$ cat src/o1cx_pkg.sv
// Shared types and constants for the order-1 context XOR predictor.
// Holds controller state encoding and the command/status structs.
// No dependencies.
`timescale 1ns / 1ps

package o1cx_pkg;

	// Model geometry
	localparam int CTX_COUNT      = 256;
	localparam int SYM_W          = 8;
	localparam int ADDR_W         = 2 * SYM_W;
	localparam int SWEEP_W        = SYM_W + 1;
	localparam int COUNT_BITS_DEF = 16;
	localparam int THRESH_W       = 16;
	localparam logic [THRESH_W-1:0] THRESH_RESET = 16'd60000;

	// Controller states
	typedef enum logic [2:0] {
		ST_IDLE,
		ST_RD1,
		ST_CLR,
		ST_RD2,
		ST_UPD,
		ST_HALVE
	} state_t;

	// Controller to datapath
	typedef struct packed {
		logic               accept;    // latch input beat
		logic               rd_req;    // read best[ctx] and count[ctx,sym]
		logic               rd_best;   // read count[ctx,best]
		logic               emit;      // load output register
		logic               upd;       // write back count and best
		logic               clr_wr;    // row clear write
		logic               clr_best;  // zero best[ctx]
		logic               set_valid; // mark row initialized
		logic               hv_rd;     // halving sweep read
		logic               hv_wr;     // halving sweep write
		logic [SWEEP_W-1:0] idx;       // sweep position
	} cmd_t;

	// Datapath to controller
	typedef struct packed {
		logic row_valid;  // current context row initialized in this block
		logic out_free;   // output register can take a beat
		logic halve_req;  // updated count above threshold
	} sts_t;

endpackage

$ cat src/o1cx_ctrl.sv
// Controller state machine for the order-1 context XOR predictor.
// Sequences reads, write-back, row clear and row halving sweeps.
// Depends on o1cx_pkg.
`timescale 1ns / 1ps

module o1cx_ctrl
	import o1cx_pkg::*;
(
	input  logic clk,
	input  logic arst_n,
	input  logic in_valid,
	output logic in_ready,
	input  sts_t sts,
	output cmd_t cmd
);

	state_t             state_q, state_d;
	logic [SWEEP_W-1:0] idx_q, idx_d;

	// State and sweep counter registers
	always_ff @(posedge clk or negedge arst_n) begin
		if (!arst_n) begin
			state_q <= ST_IDLE;
			idx_q   <= '0;
		end else begin
			state_q <= state_d;
			idx_q   <= idx_d;
		end
	end

	// Next state and commands
	always_comb begin
		state_d  = state_q;
		idx_d    = '0;
		in_ready = 1'b0;
		cmd      = '0;
		cmd.idx  = idx_q;
		unique case (state_q)
			ST_IDLE: begin
				in_ready = 1'b1;
				if (in_valid) begin
					cmd.accept = 1'b1;
					state_d    = ST_RD1;
				end
			end
			ST_RD1: begin
				if (sts.row_valid) begin
					cmd.rd_req = 1'b1;
					state_d    = ST_RD2;
				end else begin
					state_d = ST_CLR;
				end
			end
			ST_CLR: begin
				cmd.clr_wr   = 1'b1;
				cmd.clr_best = (idx_q == '0);
				if (idx_q[SYM_W-1:0] == {SYM_W{1'b1}}) begin
					cmd.set_valid = 1'b1;
					state_d       = ST_RD1;
				end else begin
					idx_d = idx_q + 1'b1;
				end
			end
			ST_RD2: begin
				cmd.rd_best = 1'b1;
				if (sts.out_free) begin
					cmd.emit = 1'b1;
					state_d  = ST_UPD;
				end
			end
			ST_UPD: begin
				cmd.upd = 1'b1;
				if (sts.halve_req) begin
					state_d = ST_HALVE;
				end else begin
					// next beat may enter right behind the write-back
					in_ready = 1'b1;
					if (in_valid) begin
						cmd.accept = 1'b1;
						state_d    = ST_RD1;
					end else begin
						state_d = ST_IDLE;
					end
				end
			end
			ST_HALVE: begin
				cmd.hv_rd = !idx_q[SWEEP_W-1];
				cmd.hv_wr = (idx_q != '0);
				if (idx_q[SWEEP_W-1]) begin
					state_d = ST_IDLE;
				end else begin
					idx_d = idx_q + 1'b1;
				end
			end
			default: begin
				state_d = ST_IDLE;
			end
		endcase
	end

endmodule

$ cat config.mk
export PLATFORM = sky130hd
export DESIGN_NAME = o1cx_ctrl
export DESIGN_NICKNAME = d
export VERILOG_FILES = /design/src/o1cx_pkg.sv /design/src/o1cx_ctrl.sv
export SDC_FILE = /design/constraint.sdc
export NUM_CORES = 1
export LEC_CHECK = 0
export BUFFER_PORTS_ARGS = -buffer_cell sky130_fd_sc_hd__buf_2
export CAP_MARGIN = 25
export CORE_UTILIZATION = 43
export DETAILED_ROUTE_END_ITERATION = 8
export GPL_ROUTABILITY_DRIVEN = 0
export GPL_TIMING_DRIVEN = 0
export PLACE_DENSITY = 0.82
export SETUP_SLACK_MARGIN = 0.4
export SLEW_MARGIN = 0
export SYNTH_ARGS = -nofsm -noshare
export SYNTH_HDL_FRONTEND = slang
export SYNTH_SLANG_ARGS = --single-unit
$ cat constraint.sdc
create_clock -name clk -period 1.2 [get_ports clk]
set_clock_uncertainty 0.05 [all_clocks]
set_input_delay 0.06 -clock clk [delete_from_list [all_inputs] [get_ports clk]]
set_output_delay 0.06 -clock clk [all_outputs]
set_load 0.005 [all_outputs]
# [Word-level counts from Yosys, hierarchy flattened]
# Index checks and enable logic that the tools add are counted.
[classes] addsub=1 n_mul=0 div_mod_pow=0 n_lt_le_gt_ge=0 eq_ne=10 n_shift=0 n_mux=24 bitwise=0 reduce_logical=5
[ops] operator="$mux 3" count=6
[ops] operator="$mux 9" count=2
[ops] operator="$pmux 3 s6" count=1
[ops] operator="$pmux 9 s2" count=1
[ops] operator="$mux 1" count=10
[ops] operator="$add 9x1->9 const B" count=1
[ops] operator="$logic_not 9->1" count=1
[ops] operator="$reduce_bool 9->1" count=1
[ops] operator="$eq 8x8->1 const B" count=1
[ops] operator="$ne 2x2->1 const B" count=4
[ops] operator="$eq 3x2->1 const B" count=2
[ops] operator="$eq 3x3->1 const B" count=2
[ops] operator="$mux 2" count=2
[ops] operator="$pmux 1 s2" count=2
[ops] operator="$reduce_and 4->1" count=1
[ops] operator="$eq 3x1->1 const B" count=1
[ops] operator="$logic_not 3->1" count=1
[ops] operator="$logic_not 1->1" count=1
[word_totals] register_bits=12 latch_bits=0 ram_bits=0 rom_bits=0 inputBits=6 output_inout_bits=20 wordCells=42 n_memories=0

# [Longest topological paths before layout]
# Gate-level depths: netlist of the first run.
[depth] word_depth=3 depth_mapped=6 depth_no_buf=5

# [Least setup slack after synthesis of the first run]
# Ideal clock, no wire load.
[synth_path] path_type="reg2reg" from="register idx_q[0]" to="register idx_q[6]" setup_time_ps=77 t_arrival_ps=1249 t_required_ps=1073 slack_ps=-177 path_stages_with_launch=5 n_path_buf=0 synth_period_minus_slack_ps=1377 cell_sequence="dfrtp_1 > ha_1 > nand3_4 > or3_1 > a21oi_1"
[synth_via] elab_chain_len=3 elab_cells_between_ends=5 classes_between="add/sub (1); eq/ne (1); mux (3)"
[synth_lines] element="start: declaration" line_no="o1cx_ctrl.sv:18" source="logic [SWEEP_W-1:0] idx_q, idx_d;"
[synth_lines] element="start signal: assignment" line_no="o1cx_ctrl.sv:27" source="idx_q <= idx_d;"
[synth_lines] element="$add 9x1->9 or $eq 8x8->1 (tied branches)" line_no="o1cx_ctrl.sv:61, o1cx_ctrl.sv:92, o1cx_ctrl.sv:57"
[synth_lines] element="$mux 9, on equally long branches" line_no="o1cx_ctrl.sv:89, o1cx_ctrl.sv:57"
[synth_lines] element="$pmux 9 s2 (*)" line_no="o1cx_ctrl.sv:38" source="unique case (state_q)"
[synth_lines] element="via idx_d[6]" line_no="o1cx_ctrl.sv:18"
# Mark *: on every way through the listed nets, which the timed path passes. The rest lies on a longest branch.
# A chain may end at the register's enable or synchronous reset.

# [Worst setup path after layout of the first run]
[layout_path] from="register idx_q[0]" to="register idx_q[5]"
# The elaborated chain is that of the path after synthesis.

==> flow_metrics.tcl, run 1 <==
set metrics [dict create \
    outcome "complete, but fails checks" \
    violations "setup timing" \
    cts_tree "built" \
    tightestPinTransition_ns 0.2752 \
    yosysUniqueCellTypes 35 \
    timing.slew.headroom_pct 81.57 \
    hold_path.class "primary input to register" \
    reg2reg_depth 7 \
    tns_ns -5.524 \
    synthesis.area_sq_um 773.2 \
    start_util_pct 48.51 \
    drc 0 \
    place_inst 130 \
    wl_met1_microns 1235 \
    dr.pass1.iters 4 \
    area_delta_synth_final_pct 77.99 \
    synth-edff-count 0 \
    timing.final.crit_share_pct 131.8 \
    met2_length_microns 1510 \
    synthMostInstantiatedCell "dfrtp_1" \
    cp-startpoint "idx_q[0]" \
    synth-xor-area-share_pct 3.398 \
    worstReg2RegEnd "idx_q[5]" \
    cap_violations 0 \
    critPathRequiredTime_ns 1.30 \
    yosysWarnings 0 \
    ir_drop_mv 1.799 \
    multi_input_comb_area_sq_um 561.8 \
    grt_pass1_vias 762 \
    dieArea_sq_um 1972 \
    rows 14 \
    core_area_sq_um 1594 \
    synth_area_leaders "dfrtp_1, nor2b_4, and3_1" \
    synth_nets 89 \
    cp_common_cell "buf_6" \
    antenna_found_initial 0 \
    nNetsFinal 142 \
    post-dp-hpwl_microns 1332 \
    slowest_delay_ns 0.38 \
    start_kind "register" \
    rsz0062_at_grt "yes" \
    final_cells 157 \
    p_switching_mw 1.120 \
    holdCritStartpoint "sts[0]" \
    power_leakage_nw 0.6558 \
    detailedPlace.worstSlack_ns -0.1636 \
    final_design_area_no_fill_sq_um 1376 \
    cts_buffer_depth 2 \
    hold_ws_ns 0.009943 \
    grt.total_usage_pct 22.80 \
    finalSetupViolations 23 \
    htreeDepth 1 \
    placed_area_sq_um 996.0 \
    netlist_instances 81 \
    pwr-share-seq_pct 19.1 \
    pwr-share-clk_pct 12.0 \
    rrSetupSlack_ns -0.38 \
    synth.largest_area_cell "dfrtp_1" \
    power.density_nw_per_um2 2074 \
    internal_power_mw 1.734 \
    crit_chain "buf_4 > buf_6 > ha_4 > nand3_4 > buf_6 > o21ai_4 > a22oi_1" \
    die_w_microns 44.41 \
    grt_remaining_overflow 0 \
    synth_seq_cells 12 \
    cp.arrival_ns 1.68 \
    wl_microns 2926 \
    antenna-diode-count 0 \
    synth_top_family_by_area "simple AND/OR/NAND/NOR gates" \
    seq_area_sq_um 311.5 \
    dr_wl_met3_microns 135 \
    critPathSlowestCell "dfrtp_2" \
    period_minus_slack_ns 1.581 \
    synth_top_area_share_pct 38.83 \
    synth_area_per_cell_sq_um 9.546 \
    dr.max_layer_used "met4" \
    synth_compound_area_share_pct 18.28 \
    postSynth.asyncResetShare_pct 100.0 \
    setup_slack_ns -0.3811 \
    nFillCells 71 \
    synth_mux_area_share_pct 0 \
    endpoint_kind "register" \
    ioPinCount 26 \
    maxSlewViolCount 0 \
    portBuffers 25 \
    vias 909 \
    worst_r2r_startpoint "idx_q[0]" \
    vias_per_cell 5.790 \
    grt_pass1_wl_microns 3270 \
    numCtsBuffers 3 \
    ys_seq_area_share_pct 38.83 \
    hold_end "state_q[2]" \
    synthTopCellsByCount "dfrtp_1, nor2_1, and3_1, inv_1" \
    fmax_ghz 0.6325 \
    cts_sinks 12 \
    power_frac_comb_pct 68.9 \
    synth_ff_type "dfrtp_1" \
    holdPathStages 2 \
    worstSetupPathType "register to register" \
    drtIter0Drc 39 \
    drive_gt1_share_pct 69.92 \
    clk_latency_ns 0.28 \
    wl_per_cell_microns 18.64 \
    synthSimpleGateAreaFrac_pct 29.77 \
    ant_nets 0 \
    grt_max_degree 13 \
    path_max_fanout 6 \
    synthAdderAreaFrac_pct 3.236 \
    cts_root_buf "clkbuf_4" \
    hold_viol_final 0 \
    path_clk_slew_ns 0.09 \
    switching_share_pct 39.24 \
    fp.dieH_microns 44.41 \
]
[worst max path at each step]
stage,endpoint,slack [ns],depth (start not counted)
finish,idx_q[5],-0.38,7
global route,idx_q[5],-0.42,7
CTS,cmd[9],-0.33,6
detailed placement,idx_q[7],-0.16,6
global placement,idx_q[6],-0.14,4
floorplan,state_q[0],-0.08,4
[repair_timing]
action / in CTS / in global routing
resized for setup: 10 / 31
setup buffers: 13 / 9
endpoints found under the hold margin: 13 / 0
hold buffers: 1 / 0
endpoints found under the setup margin: 32 / 32
pin swaps: 8 / 12
[kinds of logic after synthesis]
logic type | Yosys count
compound gates | 20
xor+xnor | 3
fa+ha+maj | 2
buf+inv | 9
flops | 12
simple gates | 35
[flip-flops by register name (all words and copies together) (netlist names)]
register,cells
state_q,3
idx_q,9
[per-stage QoR]
stage                     power (mW)  util (%)
after floorplan                1.493         -
final                          2.854     86.34
after global placement         1.766     62.48
after CTS                      2.415     73.70
after detailed placement       1.799     62.48
after global routing           2.995     86.34
[power by group through the flow]
| stage | logic (mW) | registers, mW | clock network [mW] |
|---|---|---|---|
| floorplan | 0.923 | 0.570 | 0 |
| global placement | 1.19 | 0.575 | 0 |
| detailed placement | 1.22 | 0.581 | 0 |
| CTS | 1.55 | 0.536 | 0.334 |
| global route | 2.08 | 0.546 | 0.368 |
| finish | 1.97 | 0.546 | 0.343 |
[cells in the final DEF (no fill, tap or decap), drive strengths merged, types with 2 or more instances in the layout]
cell    netlist  routed
buf           3      50
dfrtp        12      12
nor2          7       7
and3          5       5
o21ai         5       5
inv           5       5
nor2b         4       4
nand2         4       4
and2          4       4
clkbuf        0       4
a21oi         3       3
or3           3       3
xnor2         2       2
nand4         2       2
a31oi         2       2
o21a          2       2
a32o          2       2
ha            2       2
nand3         2       2
[worst max-delay path: cells and delay by family, from the launching register on]
family	cells	cell delay (ns)
flops	1	0.38
compound gates	2	0.39
buf+inv	3	0.37
simple gates	1	0.12
fa+ha+maj	1	0.15
[layout make-up]
cell class,instances,share of cell area [%]
Multi-Input combinational cell,60,40.82
Clock buffer,4,2.636
Buffer,3,2.455
Timing Repair Buffer,48,26.91
Inverter,6,2.364
Tap cell,24,2.182
Sequential cell,12,22.64
[per-layer routing]
| metal | track usage [%] | vias to the layer above |
|---|---|---|
| li1 | - | 398 |
| met5 | 0 | - |
| met4 | 9.091 | 0 |
| met3 | 3.673 | 6 |
| met1 | 28.24 | 467 |
| met2 | 39.41 | 38 |
(Power assumes the default switching activity.)
==> run 2, diff against run 1 <==
- BUFFER_PORTS_ARGS: -buffer_cell sky130_fd_sc_hd__buf_2 -> not set
- CORE_UTILIZATION: 43 -> 54
- DONT_BUFFER_PORTS: not set -> 1
- PLACE_DENSITY: 0.82 -> 0.81
==> flow_metrics.tcl, run 2 (synthesis gave the netlist of run 1 again) <==
set metrics [dict create \
    timing.slew.headroom_pct 62.67 \
    core_area_sq_um 1318 \
    fp.dieH_microns 39.84 \
    post-dp-hpwl_microns 1131 \
    antenna-diode-count 0 \
    drc 0 \
    violations "hold timing, setup timing" \
    start_util_pct 58.69 \
    die_w_microns 39.84 \
    portBuffers 0 \
    grt_pass1_vias 643 \
    largest_reg_flops 9 \
    maxSlewViolCount 0 \
    vias 823 \
    start_kind "register" \
    cap_violations 0 \
    finalSetupViolations 23 \
    period_minus_slack_ns 1.649 \
    wl_per_cell_microns 22.31 \
    dieArea_sq_um 1587 \
    grt_remaining_overflow 0 \
    power.density_nw_per_um2 2168 \
    path_clk_slew_ns 0.09 \
    largestRegisters "idx_q x9, state_q x3" \
    timing.final.crit_share_pct 137.4 \
    final_cell_mix "buf_4, buf_6, dfrtp_2" \
    hold_ws_ns -0.002716 \
    numCtsBuffers 3 \
    regMostFlops "idx_q" \
    vias_per_cell 6.802 \
    antenna_found_initial 0 \
    dr.pass1.iters 4 \
    cp.arrival_ns 1.54 \
    cts_sinks 12 \
    power_leakage_nw 0.5096 \
    cts_tree "built" \
    hold_path.class "primary input to register" \
    grt_max_degree 13 \
    wl_microns 2699 \
    ioPinCount 26 \
    rows 13 \
    nNetsFinal 115 \
    clk_latency_ns 0.28 \
    tightestPinTransition_ns 0.5580 \
    drive_gt1_share_pct 62.26 \
    area_delta_synth_final_pct 52.43 \
    rsz0062_at_grt "yes" \
    fmax_ghz 0.6065 \
    ant_nets 0 \
    setup_slack_ns -0.4487 \
    grt.total_usage_pct 30.52 \
    cts_root_buf "clkbuf_4" \
    drtIter0Drc 30 \
    htreeDepth 1 \
    total_power_mw 2.555 \
    cts_buffer_depth 2 \
    critPathRequiredTime_ns 1.09 \
    grt_pass1_wl_microns 3077 \
    hold_viol_final 1 \
    ir_drop_mv 1.665 \
    worstSetupPathType "register to output pin" \
    outcome "complete, but fails checks" \
    layout_commonest_cell "buf_4" \
    endpoint_kind "output pin" \
    path_max_fanout 7 \
]
run 2: changes by cell type in the layout (fill, tap and decap cells not counted), sizes merged:
| cell | delta |
|---|---|
| buf | -29 |
| dlygate4sd3 | +2 |
run 2: metrics by stage:
stage | utilization, % | cell area, sq um | TNS, ns | std cells | setup slack, ns
2_1_floorplan | - | 840.8 | -0.1894 | 81 | -0.08213
4_1_cts | 83.67 | 1102 | -2.133 | 116 | -0.3344
3_5_place_dp | 65.24 | 859.6 | -1.114 | 96 | -0.1804
6_report | 89.46 | 1179 | -3.581 | 121 | -0.4487
5_1_grt | 89.46 | 1179 | -4.231 | 121 | -0.4521
3_3_place_gp | 65.24 | 859.6 | -0.8572 | 96 | -0.1385
run 2: cell type report:
| type | instances | area [sq um] |
|---|---|---|
| sequential | 12 | 310.3 |
| tap | 15 | 18.77 |
| fill | 49 | 138.9 |
| multi-input combinational | 60 | 573.1 |
| timing repair buffer | 21 | 183.9 |
| inverter | 6 | 32.53 |
| buffer | 3 | 33.78 |
| clock buffer | 4 | 26.28 |
run 2: worst paths after layout:
kind / cells after the start / endpoint / start / slack [ns]
max in group asynchronous: 1 / idx_q[1] / arst_n / 0.55
min in group asynchronous: 1 / idx_q[4] / arst_n / 0.15
hold reg to reg: 1 / idx_q[0] / idx_q[0] / 0.51
setup reg to reg: 4 / idx_q[6] / idx_q[0] / -0.23
setup / recovery: 3 / cmd[9] / idx_q[2] / -0.45
hold / removal: 2 / state_q[2] / sts[1] / -0.003
run 2: repair_timing:
action | in CTS | in global routing
endpoints found under the setup margin | 32 | 32
hold buffers | 3 | 0
pin swaps | 16 | 6
resized for setup | 24 | 13
endpoints found under the hold margin | 14 | 0
setup buffers | 13 | 5
run 2: worst max-delay path, stage by stage (launching register included):
cell and delay, ns:
dfrtp_2 0.50, nor4_1 0.43, nand2_2 0.14, and3_4 0.17
run 2: metal layers:
layer,vias to the layer above,track usage [%],routed length [microns]
met5,-,0,0
met4,0,12.93,89
met2,70,48.77,1409
met3,13,5.114,248
li1,344,-,-
met1,396,39.86,951
run 2: power breakdown:
group | leakage, nW | total [mW] | internal (mW) | switching [mW]
combinational | 0.347 | 1.67 | 0.852 | 0.819
sequential | 0.148 | 0.598 | 0.491 | 0.106
clock | 0.0150 | 0.286 | 0.129 | 0.157
